File: config.mk
export PLATFORM = sky130hd
export DESIGN_NAME = escaped_xor_frame_receiver
export DESIGN_NICKNAME = d
export VERILOG_FILES = /design/src/sv/efr_pkg.sv /design/src/sv/efr_front.sv /design/src/sv/efr_back.sv /design/src/sv/escaped_xor_frame_receiver.sv
export SDC_FILE = /design/constraint.sdc
export NUM_CORES = 1
export LEC_CHECK = 0
export BUFFER_PORTS_ARGS = -buffer_cell sky130_fd_sc_hd__buf_2
export CAP_MARGIN = 0
export CORE_ASPECT_RATIO = 0.75
export CORE_MARGIN = 2
export CORE_UTILIZATION = 40
export CTS_CLUSTER_SIZE = 14
export DETAILED_ROUTE_END_ITERATION = 8
export PLACE_DENSITY = 0.54
export SYNTH_ARGS = -nofsm -noshare
export SYNTH_HDL_FRONTEND = slang
export SYNTH_SLANG_ARGS = --single-unit
File: constraint.sdc
create_clock -name clock -period 10.35 [get_ports clock]
set_clock_uncertainty 0.05 [all_clocks]
set_input_delay 1.035 -clock clock [delete_from_list [all_inputs] [get_ports clock]]
set_output_delay 1.035 -clock clock [all_outputs]
set_load 0.02 [all_outputs]
File: src/sv/efr_pkg.sv
package efr_pkg;

   // Depth of both queues; a power of two so the pointers wrap on their own.
   localparam int QueueDepth = 2;
   localparam int PtrWidth   = $clog2(QueueDepth);
   localparam int CountWidth = $clog2(QueueDepth + 1);

   localparam logic [1:0] CSR_START_MARKER  = 2'd0;
   localparam logic [1:0] CSR_ESCAPE_MARKER = 2'd1;
   localparam logic [1:0] CSR_CHECKSUM_SEED = 2'd2;

   localparam logic OP_BYTE = 1'b0;
   localparam logic OP_ACK  = 1'b1;

   typedef enum logic [7:0] {
      PHASE_WAIT = 8'b0000_0001,
      PHASE_FROM = 8'b0000_0010,
      PHASE_TO   = 8'b0000_0100,
      PHASE_CMD  = 8'b0000_1000,
      PHASE_LEN  = 8'b0001_0000,
      PHASE_HSUM = 8'b0010_0000,
      PHASE_DATA = 8'b0100_0000,
      PHASE_DSUM = 8'b1000_0000
   } phase_type;

   typedef enum logic [2:0] {
      STATUS_NONE      = 3'd0,
      STATUS_PAYLOAD   = 3'd1,
      STATUS_OK        = 3'd2,
      STATUS_HDR_ERR   = 3'd3,
      STATUS_DATA_ERR  = 3'd4,
      STATUS_REJECTED  = 3'd5,
      STATUS_ACKED     = 3'd6
   } status_type;

   typedef struct packed {
      logic       op;
      logic [7:0] rx_byte;
      logic       is_start;
      logic       is_escape;
   } item_type;

   typedef struct packed {
      status_type  status;
      logic [7:0]  payload_byte;
      logic [7:0]  payload_index;
      logic [7:0]  source_addr;
      logic [7:0]  dest_addr;
      logic [7:0]  command;
      logic [7:0]  payload_length;
      logic        packet_pending;
      logic [31:0] received_count;
      logic [31:0] rejected_count;
      logic [31:0] header_error_count;
   } result_type;

endpackage

File: src/sv/efr_front.sv
module efr_front (
   input  logic              clock,
   input  logic              reset,
   input  logic              push,
   output logic              full,
   input  logic              req_op,
   input  logic [7:0]        req_rx_byte,
   input  logic [7:0]        start_marker,
   input  logic [7:0]        escape_marker,
   output logic              item_valid,
   output efr_pkg::item_type item,
   input  logic              item_pop
);

   efr_pkg::item_type                   queue_ff [efr_pkg::QueueDepth];
   logic [efr_pkg::PtrWidth-1:0]        wr_ptr_ff, wr_ptr_in;
   logic [efr_pkg::PtrWidth-1:0]        rd_ptr_ff, rd_ptr_in;
   logic [efr_pkg::CountWidth-1:0]      count_ff, count_in;
   efr_pkg::item_type                   classified;
   logic                                do_push;
   logic                                do_pop;

   // Marker matches are decided here on the raw byte; the back end only
   // has to look at the flags.
   always_comb begin
      classified.op        = req_op;
      classified.rx_byte   = req_rx_byte;
      classified.is_start  = (req_rx_byte == start_marker);
      classified.is_escape = (req_rx_byte == escape_marker);
   end

   assign full       = (count_ff == efr_pkg::CountWidth'(efr_pkg::QueueDepth));
   assign item_valid = (count_ff != '0);
   assign item       = queue_ff[rd_ptr_ff];
   assign do_push    = push && !full;
   assign do_pop     = item_pop && item_valid;

   always_comb begin
      wr_ptr_in = wr_ptr_ff;
      rd_ptr_in = rd_ptr_ff;
      count_in  = count_ff;
      if (do_push) begin
         wr_ptr_in = wr_ptr_ff + 1'b1;
      end
      if (do_pop) begin
         rd_ptr_in = rd_ptr_ff + 1'b1;
      end
      if (do_push && !do_pop) begin
         count_in = count_ff + 1'b1;
      end else if (do_pop && !do_push) begin
         count_in = count_ff - 1'b1;
      end
   end

   always_ff @(posedge clock) begin
      if (do_push) begin
         queue_ff[wr_ptr_ff] <= classified;
      end
   end

   always_ff @(posedge clock) begin
      if (reset) begin
         wr_ptr_ff <= '0;
         rd_ptr_ff <= '0;
         count_ff  <= '0;
      end else begin
         wr_ptr_ff <= wr_ptr_in;
         rd_ptr_ff <= rd_ptr_in;
         count_ff  <= count_in;
      end
   end

endmodule

File: src/sv/efr_back.sv
module efr_back (
   input  logic                clock,
   input  logic                reset,
   input  logic                item_valid,
   input  efr_pkg::item_type   item,
   output logic                item_pop,
   input  logic [7:0]          escape_marker,
   input  logic [7:0]          checksum_seed,
   output logic                empty,
   input  logic                pop,
   output efr_pkg::result_type result
);

   efr_pkg::phase_type  phase_ff, phase_in;
   efr_pkg::phase_type  phase_cur;
   logic                escape_ff, escape_in;
   logic [7:0]          remaining_ff, remaining_in;
   logic [7:0]          position_ff, position_in;
   logic [7:0]          xor_ff, xor_in;
   logic [7:0]          from_ff, from_in;
   logic [7:0]          to_ff, to_in;
   logic [7:0]          cmd_ff, cmd_in;
   logic [7:0]          length_ff, length_in;
   logic                pending_ff, pending_in;
   logic [31:0]         accepted_ff, accepted_in;
   logic [31:0]         dropped_ff, dropped_in;
   logic [31:0]         hdr_fail_ff, hdr_fail_in;
   logic [7:0]          value;
   logic [7:0]          remaining_dec;
   logic                proceed;
   efr_pkg::status_type status;
   logic [7:0]          out_byte;
   logic [7:0]          out_index;
   efr_pkg::result_type step_result;
   logic                fire;

   efr_pkg::result_type                 queue_ff [efr_pkg::QueueDepth];
   logic [efr_pkg::PtrWidth-1:0]        wr_ptr_ff, rd_ptr_ff;
   logic [efr_pkg::CountWidth-1:0]      count_ff, count_in;
   logic                                do_pop;

   assign fire          = item_valid &&
                          (count_ff != efr_pkg::CountWidth'(efr_pkg::QueueDepth));
   assign item_pop      = fire;
   assign remaining_dec = remaining_ff - 8'd1;

   always_comb begin
      phase_in    = phase_ff;
      phase_cur   = phase_ff;
      escape_in   = escape_ff;
      remaining_in = remaining_ff;
      position_in = position_ff;
      xor_in      = xor_ff;
      from_in     = from_ff;
      to_in       = to_ff;
      cmd_in      = cmd_ff;
      length_in   = length_ff;
      pending_in  = pending_ff;
      accepted_in = accepted_ff;
      dropped_in  = dropped_ff;
      hdr_fail_in = hdr_fail_ff;
      status      = efr_pkg::STATUS_NONE;
      out_byte    = 8'd0;
      out_index   = 8'd0;
      value       = item.rx_byte;
      proceed     = 1'b0;

      if (fire) begin
         if (item.op == efr_pkg::OP_ACK) begin
            pending_in = 1'b0;
            status     = efr_pkg::STATUS_ACKED;
         end else if (pending_ff) begin
            if (!(&dropped_ff)) begin
               dropped_in = dropped_ff + 32'd1;
            end
            status = efr_pkg::STATUS_REJECTED;
         end else begin
            if (!(&accepted_ff)) begin
               accepted_in = accepted_ff + 32'd1;
            end
            proceed = 1'b1;
            if (!escape_ff) begin
               if (item.is_start) begin
                  phase_cur = efr_pkg::PHASE_WAIT;
               end else if (item.is_escape) begin
                  escape_in = 1'b1;
                  proceed   = 1'b0;
               end
            end else begin
               value     = item.rx_byte + escape_marker;
               escape_in = 1'b0;
            end
         end
      end

      if (proceed) begin
         phase_in = phase_cur;
         unique case (phase_cur)
            efr_pkg::PHASE_WAIT: begin
               // A start marker opens a frame here even right after an escape.
               if (item.is_start) begin
                  remaining_in = 8'd0;
                  position_in  = 8'd0;
                  xor_in       = checksum_seed;
                  phase_in     = efr_pkg::PHASE_FROM;
               end
            end
            efr_pkg::PHASE_FROM: begin
               xor_in   = xor_ff ^ value;
               from_in  = value;
               phase_in = efr_pkg::PHASE_TO;
            end
            efr_pkg::PHASE_TO: begin
               xor_in   = xor_ff ^ value;
               to_in    = value;
               phase_in = efr_pkg::PHASE_CMD;
            end
            efr_pkg::PHASE_CMD: begin
               xor_in   = xor_ff ^ value;
               cmd_in   = value;
               phase_in = efr_pkg::PHASE_LEN;
            end
            efr_pkg::PHASE_LEN: begin
               xor_in       = xor_ff ^ value;
               length_in    = value;
               remaining_in = value;
               phase_in     = efr_pkg::PHASE_HSUM;
            end
            efr_pkg::PHASE_HSUM: begin
               if (value != xor_ff) begin
                  if (!(&hdr_fail_ff)) begin
                     hdr_fail_in = hdr_fail_ff + 32'd1;
                  end
                  status   = efr_pkg::STATUS_HDR_ERR;
                  phase_in = efr_pkg::PHASE_WAIT;
               end else begin
                  xor_in = checksum_seed;
                  if (remaining_ff != 8'd0) begin
                     phase_in = efr_pkg::PHASE_DATA;
                  end else begin
                     pending_in = 1'b1;
                     status     = efr_pkg::STATUS_OK;
                     phase_in   = efr_pkg::PHASE_WAIT;
                  end
               end
            end
            efr_pkg::PHASE_DATA: begin
               xor_in       = xor_ff ^ value;
               status       = efr_pkg::STATUS_PAYLOAD;
               out_byte     = value;
               out_index    = position_ff;
               position_in  = position_ff + 8'd1;
               remaining_in = remaining_dec;
               if (remaining_dec == 8'd0) begin
                  phase_in = efr_pkg::PHASE_DSUM;
               end
            end
            efr_pkg::PHASE_DSUM: begin
               // Position counts the payload beats of this frame, so a zero
               // position here means no payload was checked.
               if ((position_ff == 8'd0) || (value == xor_ff)) begin
                  pending_in = 1'b1;
                  status     = efr_pkg::STATUS_OK;
               end else begin
                  pending_in = 1'b0;
                  status     = efr_pkg::STATUS_DATA_ERR;
               end
               phase_in = efr_pkg::PHASE_WAIT;
            end
            default: begin
               phase_in = efr_pkg::PHASE_WAIT;
            end
         endcase
      end
   end

   always_comb begin
      step_result.status             = status;
      step_result.payload_byte       = out_byte;
      step_result.payload_index      = out_index;
      step_result.source_addr        = from_in;
      step_result.dest_addr          = to_in;
      step_result.command            = cmd_in;
      step_result.payload_length     = length_in;
      step_result.packet_pending     = pending_in;
      step_result.received_count     = accepted_in;
      step_result.rejected_count     = dropped_in;
      step_result.header_error_count = hdr_fail_in;
   end

   always_ff @(posedge clock) begin
      if (reset) begin
         phase_ff     <= efr_pkg::PHASE_WAIT;
         escape_ff    <= 1'b0;
         remaining_ff <= 8'd0;
         position_ff  <= 8'd0;
         xor_ff       <= 8'd0;
         from_ff      <= 8'd0;
         to_ff        <= 8'd0;
         cmd_ff       <= 8'd0;
         length_ff    <= 8'd0;
         pending_ff   <= 1'b0;
         accepted_ff  <= 32'd0;
         dropped_ff   <= 32'd0;
         hdr_fail_ff  <= 32'd0;
      end else begin
         phase_ff     <= phase_in;
         escape_ff    <= escape_in;
         remaining_ff <= remaining_in;
         position_ff  <= position_in;
         xor_ff       <= xor_in;
         from_ff      <= from_in;
         to_ff        <= to_in;
         cmd_ff       <= cmd_in;
         length_ff    <= length_in;
         pending_ff   <= pending_in;
         accepted_ff  <= accepted_in;
         dropped_ff   <= dropped_in;
         hdr_fail_ff  <= hdr_fail_in;
      end
   end

   // Result queue: the oldest beat sits on the ports while it is not empty.
   assign empty  = (count_ff == '0);
   assign result = queue_ff[rd_ptr_ff];
   assign do_pop = pop && !empty;

   always_comb begin
      count_in = count_ff;
      if (fire && !do_pop) begin
         count_in = count_ff + 1'b1;
      end else if (do_pop && !fire) begin
         count_in = count_ff - 1'b1;
      end
   end

   always_ff @(posedge clock) begin
      if (fire) begin
         queue_ff[wr_ptr_ff] <= step_result;
      end
   end

   always_ff @(posedge clock) begin
      if (reset) begin
         wr_ptr_ff <= '0;
         rd_ptr_ff <= '0;
         count_ff  <= '0;
      end else begin
         if (fire) begin
            wr_ptr_ff <= wr_ptr_ff + 1'b1;
         end
         if (do_pop) begin
            rd_ptr_ff <= rd_ptr_ff + 1'b1;
         end
         count_ff <= count_in;
      end
   end

endmodule

File: src/sv/escaped_xor_frame_receiver.sv
// Byte-stuffed frame receiver with header and data XOR checks.
// Input side is a queue: drive req_op and req_rx_byte with push; a beat is
// taken at a clock edge where push is high and full is low. req_op high
// acknowledges a pending packet, low delivers one raw line byte.
// Result side is a queue as well: while empty is low, the oldest result
// beat is on the rsp_ ports and pop takes it. Every input beat yields
// exactly one result beat, in order.
// The csr_ port writes start marker, escape marker and checksum seed
// (indexes 0, 1, 2); write only while no beats are in flight.
// A result beat passes through the input queue and then the result queue
// before it shows on the rsp_ ports. One beat per cycle is sustained while
// the result queue has room: the parser computes its next state
// combinationally, and two-entry queues on each side of it absorb stalls.
// When pop is held low the result queue fills, the parser stops, and the
// input queue raises full after two more beats.
// Synchronous reset empties both queues, returns the parser to waiting for
// a start marker, clears all counters and restores the register defaults.
module escaped_xor_frame_receiver (
   input  logic        clock,
   input  logic        reset,
   input  logic        push,
   output logic        full,
   input  logic        req_op,
   input  logic [7:0]  req_rx_byte,
   output logic        empty,
   input  logic        pop,
   output logic [2:0]  rsp_status,
   output logic [7:0]  rsp_payload_byte,
   output logic [7:0]  rsp_payload_index,
   output logic [7:0]  rsp_source_addr,
   output logic [7:0]  rsp_dest_addr,
   output logic [7:0]  rsp_command,
   output logic [7:0]  rsp_payload_length,
   output logic        rsp_packet_pending,
   output logic [31:0] rsp_received_count,
   output logic [31:0] rsp_rejected_count,
   output logic [31:0] rsp_header_error_count,
   input  logic        csr_we,
   input  logic [1:0]  csr_index,
   input  logic [7:0]  csr_wdata
);

   logic [7:0]          start_marker_ff;
   logic [7:0]          escape_marker_ff;
   logic [7:0]          checksum_seed_ff;
   logic                item_valid;
   logic                item_pop;
   efr_pkg::item_type   item;
   efr_pkg::result_type result;

   always_ff @(posedge clock) begin
      if (reset) begin
         start_marker_ff  <= 8'd241;
         escape_marker_ff <= 8'd240;
         checksum_seed_ff <= 8'd0;
      end else if (csr_we) begin
         if (csr_index == efr_pkg::CSR_START_MARKER) begin
            start_marker_ff <= csr_wdata;
         end
         if (csr_index == efr_pkg::CSR_ESCAPE_MARKER) begin
            escape_marker_ff <= csr_wdata;
         end
         if (csr_index == efr_pkg::CSR_CHECKSUM_SEED) begin
            checksum_seed_ff <= csr_wdata;
         end
      end
   end

   efr_front u_front (
      .clock         (clock),
      .reset         (reset),
      .push          (push),
      .full          (full),
      .req_op        (req_op),
      .req_rx_byte   (req_rx_byte),
      .start_marker  (start_marker_ff),
      .escape_marker (escape_marker_ff),
      .item_valid    (item_valid),
      .item          (item),
      .item_pop      (item_pop)
   );

   efr_back u_back (
      .clock         (clock),
      .reset         (reset),
      .item_valid    (item_valid),
      .item          (item),
      .item_pop      (item_pop),
      .escape_marker (escape_marker_ff),
      .checksum_seed (checksum_seed_ff),
      .empty         (empty),
      .pop           (pop),
      .result        (result)
   );

   assign rsp_status             = result.status;
   assign rsp_payload_byte       = result.payload_byte;
   assign rsp_payload_index      = result.payload_index;
   assign rsp_source_addr        = result.source_addr;
   assign rsp_dest_addr          = result.dest_addr;
   assign rsp_command            = result.command;
   assign rsp_payload_length     = result.payload_length;
   assign rsp_packet_pending     = result.packet_pending;
   assign rsp_received_count     = result.received_count;
   assign rsp_rejected_count     = result.rejected_count;
   assign rsp_header_error_count = result.header_error_count;

endmodule
* After elaboration in Yosys (flattened, before gate mapping) *
Memories as Yosys holds them, arrays and structs flattened. A register that Yosys moved wholly into a read port is not among the register bits.
Cells that the tools add are included.

cells by class
  $add $sub $neg = 14
  equal/unequal tests = 18
  multiplexer cells = 80
  bitwise operators = 3
  reductions and logical operators = 37

operators by type and width
  cell                   number
  $mux 32                12
  $mux 8                 27
  $add 32x1->32 const B  3
  $reduce_and 32->1      3
  $pmux 8 s7             1
  $pmux 8 s3             2
  $eq 8x8->1             3
  $mux 1                 23
  $mux 3                 7
  $logic_not 8->1        2
  $pmux 8 s2             1
  $pmux 3 s3             1
  $reduce_and 3->1       3
  $add 8x1->8 const B    1
  $add 8x8->8            1
  $eq 8x1->1 const B     1
  $eq 8x2->1 const B     1
  $eq 8x3->1 const B     1
  $eq 8x4->1 const B     1
  $eq 8x5->1 const B     1
  $eq 8x6->1 const B     1
  $eq 8x7->1 const B     1
  $eq 8x8->1 const B     1
  $logic_and 1x1->1      8
  other kinds (22)       46

storage, ports and cells
  bits in registers = 194
  bits in writable memories = 318
  output and inout bits = 150
  memories = 2

memory list
  name              depth  width  rd ports  clocked after memory_dff  write ports  RTL line         RTL
  u_back.queue_ff   2      148    1         1                         1            efr_back.sv:37   efr_pkg::result_type queue_ff [efr_pkg::QueueDepth];
  u_front.queue_ff  2      11     1         1                         1            efr_front.sv:15  efr_pkg::item_type queue_ff [efr_pkg::QueueDepth];

* Depth between registers and ports, before layout *
Gate-level depths: netlist (run 1).

  depth after elaboration = 10
  mapped depth = 15
  gate-level depth less buffers = 12

* Hierarchy *
From an unflattened synthesis (run 1), not the netlist that was laid out.

unflattened totals
  cell total of the unflattened synthesis = 1783
  area total of the unflattened synthesis = 21991.1 sq um

by module, submodules not included
  module                      times used  cells an instance  area each (sq um)  sequential area each (sq um)
  efr_back                    1           1605               19817.8            12231.7
  efr_front                   1           81                 1182.4             760.7
  escaped_xor_frame_receiver  1           97                 991.0              480.5

* Worst setup path before layout (run 1) *
Ideal clock, no wire load.

  path kind = reg-to-reg
  start = reg u_back.count_ff[0] (netlist bit)
  end = mem u_back.queue_ff[0][0] (netlist bit), enable pin
  library setup time = 0.657 ns
  data arrival time = 6.842 ns
  required time = 9.643 ns
  path slack = 2.801 ns
  cell stages (with the launch flop) = 4
  path buffers = 0
  path through = dfxtp_1 > nand2b_1 > nand2_1 > nor2_1

between the ends
  word-level cells in the longest chain between the ends = 4

RTL lines
  element                       RTL line         RTL
  start, declared               efr_back.sv:39   logic [efr_pkg::CountWidth-1:0] count_ff, count_in;
  start signal, assigned        efr_back.sv:255  count_ff <= count_in;
  $ne 2x2->1                    efr_back.sv:43   (count_ff != efr_pkg::CountWidth'(efr_pkg::QueueDepth));
  $logic_and 1x1->1             efr_back.sv:42   assign fire = item_valid &&
  $mux 1                        efr_back.sv:238  if (fire) begin
  $mux 1 (implied by the code)  efr_back.sv:239  queue_ff[wr_ptr_ff] <= step_result;
  end, declared                 efr_back.sv:37

No other way between the ends.

==> flow_summary.yaml, run 1 <==
run_status:
  status: "completed"
global_routing:
  grt_pass1_vias: 13380
  gr-total-overflow: 0
  grt_usage_pct: 17.54
  grt_max_degree: 124
  antenna_found_initial: 2
  grt_pass1_wl_um: 76470
power:
  p_comb_share_pct: 29.4
  p_int_uw: 4460
  powerDensity_nw_per_um2: 266.9
  peakVddDrop_mv: 0.1683
  switchingPower_uw: 2205
  swShare_pct: 33.08
  p_leak_uw: 0.009249
  clkPwrFrac_pct: 28.2
  p_seq_share_pct: 42.4
worst_setup_path:
  cp_cell_sequence: "buf_4, buf_4, mux2_2, buf_2"
  endpoint_kind: "primary output"
  cp.required_ns: 9.27
  cpPeakStageDelay_ns: 0.99
  critPathArrivalTime_ns: 3.56
  r2r_slack_ns: 5.72
  path_class: "flop to primary output"
  cp_slowest_cell: "dfxtp_4"
  cp-start-kind: "flop"
  path_common_cell: "buf_4"
  crit_fanout: 63
yosys:
  synth.top_cell.area_share_pct: 44.10
  yosysUniqueCellTypes: 72
  synth_nets: 1771
  syn_avg_cell_area_um2: 12.52
  synth_edf_count: 318
  yosys_register_bits: 514
  synthFlopType: "edfxtp_1"
  synth.most_common_cell: "edfxtp_1"
  synth_top_cell_by_area: "edfxtp_1"
  ys_async_sr_fraction_pct: 0
  synthCells: 1729
  syn_area_um2: 21650
  yosysWarningCount: 0
  yosys-top-cells-area: "edfxtp_1 (44%), dfxtp_1 (18%), mux2_2 (8.3%)"
  synthTopCellsByCount: "edfxtp_1 (318), dfxtp_1 (196), mux2_2 (159)"
  yosysSeqAreaShare_pct: 62.22
sta:
  rsz0062_at_grt: "no"
  max_clock_freq_mhz: 215.4
  holdWs_ns: 0.4520
  fin_crit_ns: 4.642
  slew_headroom_pct: 22.17
  min_period_over_period_pct: 44.85
  finalHoldViolations: 0
  tightest_slew_ns: 1.162
  final-setup-viol-count: 0
  slew_violations: 0
  final.setup.tns_ns: 0
detailed_routing:
  wl_per_cell_um: 18.40
  dr.first_iter.drc_count: 956
  vias: 13650
  drc: 0
  dr.pass1.iters: 5
  ant_nets: 0
  drt-total-wl_um: 48900
  viasPerCell: 5.139
clock_tree:
  cts_num_sinks: 514
  ctsHoldBuffers: 0
  tritoncts: "built"
  htreeDepth: 2
  cts_buffers: 54
  clk_pin_slew_ns: 0.06
  clk_path_buf_depth: 3
  insertion_delay_ns: 0.60
  ctsRootBufferMaster: "clkbuf_16"
  cts_resized: 0
  post-cts-setup-buffers: 0
die:
  die_w_um: 272.7
  start_util_pct: 40.66
  rows: 73
  die_y_um: 205.5
  die_area_um2: 56030
  ios: 174
  core_area_um2: 53250
cells_and_area:
  num_antenna_cells: 0
  fin_cells: 2657
  syn_to_final_growth_pct: 15.35
  n_fill_cell: 4812
  fin_nets: 1941
  layout-drive-gt1-share_pct: 23.34
flow_run:
  drv_cap: 0
min_path:
  hold_class: "flop to flop"
place:
  gp_congestion: 0.8207
  dp_hpwl_um: 31550
  port_buffers: 173
  dp.cells: 2555
cell families after synthesis:
kind of cell	Yosys count	share of synthesized area, %
and+or+nand+nor	577	14.10
DFF	514	62.22
AOI/OAI and AO/OA	204	5.929
muxes	191	9.876
xor gates and xnor gates	117	4.860
buffers and inverters	108	1.936
adders and majority gates	18	1.075
area by class of cell:
cell class / instances / area, um^2 / area share [%]
Sequential cell: 514 / 13480 / 53.96
Multi-Input combinational cell: 1107 / 7772 / 31.12
Clock buffer: 76 / 1534 / 6.142
Timing Repair Buffer: 185 / 962.2 / 3.853
Tap cell: 712 / 890.9 / 3.567
Clock inverter: 26 / 200.2 / 0.8016
Inverter: 37 / 138.9 / 0.5561
layer usage:
| layer | track usage [%] | wire length, um |
|---|---|---|
| met3 | 3.583 | 2574 |
| met5 | 0 | 0 |
| met4 | 4.729 | 960 |
| met1 | 25.30 | 23730 |
| met2 | 26.81 | 21640 |
through the flow:
stage	setup WS, ns	instance area [um^2]	total power, uW	util [%]
2_1_floorplan	2.801	21650	4216	-
3_3_place_gp	5.838	23240	4858	43.65
3_5_place_dp	5.775	23240	4875	43.65
4_1_cts	5.498	24980	6783	46.90
5_1_grt	5.402	24980	7028	46.90
6_report	5.708	24980	6665	46.90
power by group through the flow:
| stage | Clock (uW) | Sequential [uW] | Combinational (uW) |
|---|---|---|---|
| floorplan | 0 | 2860 | 1350 |
| global route | 2020 | 2880 | 2130 |
| finish | 1880 | 2830 | 1960 |
| detailed placement | 0 | 2880 | 2000 |
| global placement | 0 | 2860 | 2000 |
| CTS | 1940 | 2840 | 2010 |
sequential cells by signal, indices dropped and copies added (netlist names), 2 cells and up, named ones only:
register,cells
checksum_seed_ff,8
escape_marker_ff,8
start_marker_ff,8
u_back.accepted_ff,32
u_back.cmd_ff,8
u_back.count_ff,2
u_back.dropped_ff,32
u_back.from_ff,8
u_back.hdr_fail_ff,32
u_back.length_ff,8
u_back.phase_ff,8
u_back.position_ff,8
u_back.queue_ff,296
u_back.remaining_ff,8
u_back.to_ff,8
u_back.xor_ff,8
u_front.count_ff,2
u_front.queue_ff,22
cells in the final DEF (no fill, tap or decap), types with 9 or more instances in the layout:
master     instances
edfxtp_1         318
nor2_1           118
o21ai_0           78
mux2_2           159
or3_1             18
inv_1             36
nand2_1          108
a21oi_1           49
and2_1            15
and4_1            13
nand2b_1           9
buf_4             12
nand4_1           30
nor2b_1          126
xor2_1            41
nor3_1            21
clkbuf_8          10
a211o_1           10
clkbuf_1          12
buf_2            172
mux2_1             9
clkbuf_16         54
clkinv_2          10
dfxtp_1          195
nor4_1             9
mux2i_1           19
xnor2_1           74
nand3_1           42
ha_1              17
and3_1            34
worst paths after layout:
path | startpoint | endpoint | cells past startpoint
setup / recovery | flop | rsp_payload_length[7] | 4
hold / removal | u_back.rd_ptr_ff$_SDFFE_PP0P_ | flop | 2
setup reg to reg | flop | u_back.queue_ff[0][4]$_DFFE_PP_ | 12
hold reg to reg | u_back.rd_ptr_ff$_SDFFE_PP0P_ | flop | 2
worst max-delay path: cells and delay by family, from the launching register on:
family	cells	cell delay [ns]
multiplexers	1	0.45
buffers and inverters	3	1.49
flip-flops	1	0.99
No activity file was read; power rests on OpenSTA's default activity.
==> run 2: changes to the inputs <==
==> constraint.sdc (replaced) <==
create_clock -name clock -period 4.5 [get_ports clock]
set_clock_uncertainty 0.05 [all_clocks]
set_input_delay 0.45 -clock clock [delete_from_list [all_inputs] [get_ports clock]]
set_output_delay 0.45 -clock clock [all_outputs]
set_load 0.02 [all_outputs]
==> run 2 against run 1 <==
Effect of this change:
- final cell count rose by 0.49%
- highest routed layer unchanged
- sequential share of layout area is 0.41 points lower
- power is 130% higher
- non-clock buffer count is 18 higher
- worst setup slack worse by 5.4 ns
==> flow_summary.yaml, run 2 (synthesis gave the netlist of run 1 again) <==
cells_and_area:
  seq_area_um2: 13480
  layout-drive-gt1-share_pct: 23.90
  layout.cells.most_common_list: "edfxtp_1 (318), dfxtp_1 (195), buf_2 (172), mux2_2 (159), nor2b_1 (126)"
  final_common_cell: "edfxtp_1"
  num_antenna_cells: 0
  largest_register_ffs: 296
  fin_util_pct: 47.26
  multiInputGateArea_um2: 7775
  syn_to_final_growth_pct: 16.22
  stdcell_area_um2: 25160
  top_register: "u_back.queue_ff"
  fin_nets: 1957
  n_fill_cell: 4834
global_routing:
  grt_pass1_wl_um: 75580
  grt_max_degree: 125
  antenna_found_initial: 1
  grt_usage_pct: 17.39
  gr-total-overflow: 0
  grt_pass1_vias: 13300
min_path:
  hold_class: "input pin to flop"
detailed_routing:
  vias: 13590
  dr.pass1.iters: 5
  ant_nets: 0
  wl_per_cell_um: 18.24
  drt-total-wl_um: 48700
  drc: 0
  viasPerCell: 5.091
  dr.first_iter.drc_count: 865
worst_setup_path:
  path_class: "flop to flop"
  crit_fanout: 9
  crit_end: "u_back.queue_ff[1][8]$_DFFE_PP_"
  r2r_end: "u_back.queue_ff[1][8]$_DFFE_PP_"
  cp-start-kind: "flop"
  cp.required_ns: 4.79
  critPathArrivalTime_ns: 4.52
  r2r_slack_ns: 0.27
  endpoint_kind: "flop"
  ff2ff_path_depth: 13
power:
  p_int_uw: 10380
  p_leak_uw: 0.009359
  powerDensity_nw_per_um2: 615.9
  switchingPower_uw: 5116
  swShare_pct: 33.01
  clkPwrFrac_pct: 28.3
  p_comb_share_pct: 30.0
  peakVddDrop_mv: 0.4737
  p_seq_share_pct: 41.8
clock_tree:
  ctsRootBufferMaster: "clkbuf_16"
  tritoncts: "built"
  cts_buffers: 52
  clk_pin_slew_ns: 0.06
  cts_num_sinks: 514
  insertion_delay_ns: 0.60
  htreeDepth: 2
  clk_path_buf_depth: 3
sta:
  slew_headroom_pct: 26.91
  slew_violations: 0
  fin_crit_ns: 4.231
  holdWs_ns: 0.05163
  rsz0062_at_grt: "no"
  finalHoldViolations: 0
  final.setup.tns_ns: 0
  min_period_over_period_pct: 94.02
  tightest_slew_ns: 1.096
  final-setup-viol-count: 0
  max_clock_freq_mhz: 236.3
die:
  die_w_um: 272.7
  core_area_um2: 53250
  rows: 73
  die_area_um2: 56030
  ios: 174
  start_util_pct: 40.66
  die_y_um: 205.5
place:
  dp_hpwl_um: 31400
  gp_congestion: 0.7905
  dpl-instance-area_um2: 23430
  port_buffers: 173
flow_run:
  drv_cap: 0
run_status:
  status: "completed"
## run 2: cell type report
class                   instances  share of cell area, %
clock buffers                  66                  5.420
clock inverters                31                  1.417
inverters                      37                 0.5519
multi-input cells            1107                  30.90
flip-flops and latches        514                  53.56
well taps                     712                  3.540
repair buffers                203                  4.619
## run 2: through the flow
step / std cells / power (uW) / worst slack (ns)
floorplan: 1729 / 9580 / 0.6623
global placement: 2572 / 11270 / 0.3835
global route: 2670 / 16290 / 0.04582
CTS: 2670 / 15760 / 0.2774
detailed placement: 2572 / 11320 / 0.3214
finish: 2670 / 15500 / 0.2689
## run 2: power by group through the flow
stage | registers (uW) | logic [uW] | clock network, uW
2_1_floorplan | 6470 | 3110 | 0
3_3_place_gp | 6550 | 4720 | 0
3_5_place_dp | 6590 | 4740 | 0
4_1_cts | 6490 | 4760 | 4510
5_1_grt | 6590 | 5020 | 4680
6_report | 6470 | 4650 | 4380
## run 2: worst min-delay path by stage
| stage | startpoint | endpoint | slack (ns) | cells past startpoint |
|---|---|---|---|---|
| 6_report | req_rx_byte[3] | u_front.queue_ff[0][5]$_DFFE_PP_ | 0.05 | 1 |
| 5_1_grt | req_rx_byte[3] | u_front.queue_ff[0][5]$_DFFE_PP_ | 0.03 | 1 |
| 4_1_cts | req_rx_byte[3] | u_front.queue_ff[0][5]$_DFFE_PP_ | 0.02 | 1 |
| 3_5_place_dp | u_back.rd_ptr_ff$_SDFFE_PP0P_ | flop | 0.44 | 2 |
| 3_3_place_gp | u_back.position_ff[6]$_SDFFE_PP0P_ | u_back.position_ff[6]$_SDFFE_PP0P_ | 0.44 | 2 |
| 2_1_floorplan | u_back.escape_ff$_SDFFE_PP0P_ | u_back.escape_ff$_SDFFE_PP0P_ | 0.41 | 2 |
## run 2: layer usage
metal	GRT usage, %	vias to the layer above	wire length [um]
met5	0	-	0
met3	3.081	69	2130
met4	4.356	0	862
met2	26.64	258	21330
met1	25.48	6649	24380
li1	-	6617	-
## run 2: worst max-delay path, stage by stage (launching register included)
cell and delay, ns:
dfxtp_1 0.56, mux2_2 0.42, ha_1 0.24, fa_1 0.42, a211oi_1 0.29, o21ai_0 0.24, a2111o_1 0.40, nand4_1 0.09
a41o_1 0.11, nand4_1 0.16, o2111a_1 0.40, buf_4 0.20, and3_1 0.18, or2_1 0.22
## run 2: timing repair
action,4_1_cts,5_1_grt
endpoints found under the hold margin,2,0
gates resized for setup,0,1
buffers inserted,0,0
hold buffers,1,0
setup endpoints to repair,0,4
==> run 3: changes to the inputs <==
--- a/config.mk
+++ b/config.mk
@@ -9,10 +9,11 @@
 export CAP_MARGIN = 0
 export CORE_ASPECT_RATIO = 0.75
 export CORE_MARGIN = 2
-export CORE_UTILIZATION = 40
+export CORE_UTILIZATION = 30
 export CTS_CLUSTER_SIZE = 14
 export DETAILED_ROUTE_END_ITERATION = 8
-export PLACE_DENSITY = 0.54
+export PLACE_DENSITY = 0.43
 export SYNTH_ARGS = -nofsm -noshare
 export SYNTH_HDL_FRONTEND = slang
+export SYNTH_HIERARCHICAL = 1
 export SYNTH_SLANG_ARGS = --single-unit
==> run 3 against run 2 <==
Effect of this change:
- via count increased by 2.7%
- non-clock buffer count down 1
- routed wire length rose by 9.5%
- die area is 35% higher
- register-to-register slack better by 0.17 ns
- sequential power shrank 0.8%
- highest routed layer unchanged
==> flow_summary.yaml, run 3 <==
detailed_routing:
  dr.first_iter.drc_count: 857
  vias: 13950
  dr.pass1.iters: 5
  ant_nets: 0
  drt-total-wl_um: 53340
  drc: 0
  viasPerCell: 4.697
  wl_per_cell_um: 17.95
run_status:
  status: "completed"
power:
  p_total_uw: 15870
  peakVddDrop_mv: 0.4915
  switchingPower_uw: 5339
  p_leak_uw: 0.009433
  p_int_uw: 10530
  p_seq_share_pct: 40.5
  powerDensity_nw_per_um2: 613.0
  p_comb_share_pct: 30.6
  clkPwrFrac_pct: 28.9
  swShare_pct: 33.64
worst_setup_path:
  cp_cell_sequence: "buf_4, mux2_2, ha_1, o211a_1, a211oi_2, a2111oi_0, nor4_1, nand3b_1, o31ai_4, buf_12, or4_1, mux2_1"
  critPathArrivalTime_ns: 4.51
  crit_family: "compound AO/OA/AOI/OAI gates"
  path_class: "flop to flop"
  cp-start-kind: "flop"
  cpPeakStageDelay_ns: 0.51
  cp_num_buf_inv: 2
  cp_slowest_cell: "dfxtp_1"
  crit_fanout: 51
  endpoint_kind: "flop"
  cp.required_ns: 4.94
cells_and_area:
  layout-drive-gt1-share_pct: 23.20
  syn_to_final_growth_pct: 17.75
  layout.cells.most_common_list: "edfxtp_1 (318), dfxtp_1 (195), buf_2 (172), mux2_2 (161), nand2_1 (123)"
  seq_area_um2: 13480
  fin_nets: 2007
  top_register: "u_back/queue_ff"
  multiInputGateArea_um2: 8165
  final_common_cell: "edfxtp_1"
  largest_register_ffs: 296
  fin_cells: 2971
  n_fill_cell: 7118
  stdcell_area_um2: 25890
sta:
  min_period_over_period_pct: 90.31
  max_clock_freq_mhz: 246.1
  tightest_slew_ns: 1.112
  slew_headroom_pct: 25.19
  fin_crit_ns: 4.064
  final-setup-viol-count: 0
  rsz0062_at_grt: "no"
  slew_violations: 0
  final.setup.tns_ns: 0
  finalHoldViolations: 0
die:
  ios: 174
  core_area_um2: 72110
  die_y_um: 238.5
  rows: 85
  die_area_um2: 75510
  start_util_pct: 30.50
  die_w_um: 316.6
flow_run:
  drv_cap: 0
yosys:
  synth_top_cell_by_area: "edfxtp_1"
  synthTopCellsByCount: "edfxtp_1 (318), dfxtp_1 (196), mux2_2 (161)"
  synth.top_cell.area_share_pct: 43.42
  synth_edf_count: 318
  yosys_register_bits: 514
  yosysUniqueCellTypes: 67
  ys_async_sr_fraction_pct: 0
  synthFlopType: "edfxtp_1"
  syn_avg_cell_area_um2: 12.33
  synthCells: 1783
  yosysWarningCount: 6
  yosysSeqAreaShare_pct: 61.27
  synth.most_common_cell: "edfxtp_1"
  synth_nets: 1824
  yosys-top-cells-area: "edfxtp_1 (43%), dfxtp_1 (18%), mux2_2 (8.2%)"
  syn_area_um2: 21990
min_path:
  hold_class: "input pin to flop"
global_routing:
  antenna_found_initial: 1
  grt_pass1_vias: 13800
  grt_max_degree: 116
  gr-total-overflow: 0
  grt_pass1_wl_um: 81650
  grt_usage_pct: 13.98
place:
  dp_hpwl_um: 34560
  dpl-instance-area_um2: 24040
  port_buffers: 173
  gp_congestion: 0.7933
  dp.cells: 2865
clock_tree:
  clk_pin_slew_ns: 0.06
  htreeDepth: 2
  tritoncts: "built"
  insertion_delay_ns: 0.62
  cts_buffers: 56
  ctsHoldBuffers: 0
  cts_num_sinks: 514
  ctsRootBufferMaster: "clkbuf_16"
  clk_path_buf_depth: 3
[run 3: cell count changes in the layout (fill, tap and decap cells not counted), moves of 9 or more]
cell	delta
o21ai_0	-11
xor2_1	+16
nand2b_1	+27
mux2i_1	+9
nand2_1	+15
xnor2_1	-9
nor3_1	+9
nand3_1	+9
inv_1	-16
[run 3: path summary, 6_finish.rpt]
kind                                             to                        startpoint  cells past startpoint  slack [ns]
hold / removal    u_front/queue_ff[1][10]$_DFFE_PP_                            req_op                      1        0.04
setup / recovery  u_back/hdr_fail_ff[30]$_SDFF_PP0_                              flop                     12        0.44
setup reg to reg  u_back/hdr_fail_ff[30]$_SDFF_PP0_                              flop                     12        0.44
hold reg to reg    checksum_seed_ff[5]$_SDFFE_PP0P_  checksum_seed_ff[5]$_SDFFE_PP0P_                      2        0.43
[run 3: repair_timing]
action | in CTS | in global routing
gates resized for setup | 0 | 4
setup buffers | 0 | 0
endpoints found under the setup margin | 0 | 7
[run 3: power groups by stage]
stage                     Sequential (uW)  Combinational [uW]  Clock [uW]
final                                6420                4860        4590
after detailed placement             6540                4960           0
after global routing                 6540                5250        4960
after global placement               6500                4960           0
after CTS                            6440                4980        4770
after floorplan                      6450                3230           0
[run 3: final cells by class]
type                       count  share of cell area, %
sequential                   514                  52.05
multi-input combinational   1172                  31.53
clock buffer                  75                  5.881
tap                          957                  4.624
timing repair buffer         202                  4.402
clock inverter                30                  1.213
inverter                      20                 0.2899
antenna                        1               0.009664
[run 3: cell families (layout without fill, tap and decap cells)]
logic type / Yosys count / after routing / synth area share (%)
other: 0 / 1 / 0
AO/OA/AOI/OAI: 195 / 195 / 5.667
buffers and inverters: 97 / 327 / 1.769
AND/OR/NAND/NOR: 638 / 638 / 15.36
adder cells (fa/ha/maj): 17 / 17 / 1.001
flip-flops: 514 / 514 / 61.27
multiplexers: 200 / 200 / 10.08
XOR/XNOR: 122 / 122 / 4.859
[run 3: metal layers]
metal  vias to the layer above  global-route usage (%)  part of all wire (%)
li1                       6861                       -                     -
met2                       235                   21.50                    44
met4                         0                   3.645                   1.9
met1                      6793                   20.04                    50
met3                        65                   2.755                   4.4
met5                         -                       0                     0
[run 3: stage by stage]
stage | hold WS (ns) | util (%) | worst slack [ns]
finish | 0.03872 | 35.91 | 0.4359
global route | 0.007336 | 35.91 | 0.1393
CTS | 0.004793 | 35.88 | 0.2407
floorplan | 0.3989 | - | 0.6183
global placement | 0.4172 | 33.34 | 0.4432
detailed placement | 0.4262 | 33.34 | 0.2322
[run 3: worst register-to-register path, delay by kind of cell (launching register included)]
kind	cells	cell delay (ns)
flip-flops	1	0.51
buffers and inverters	2	0.45
multiplexers	2	0.69
AO/OA/AOI/OAI	4	0.95
adder cells (fa/ha/maj)	1	0.41
AND/OR/NAND/NOR	3	0.88
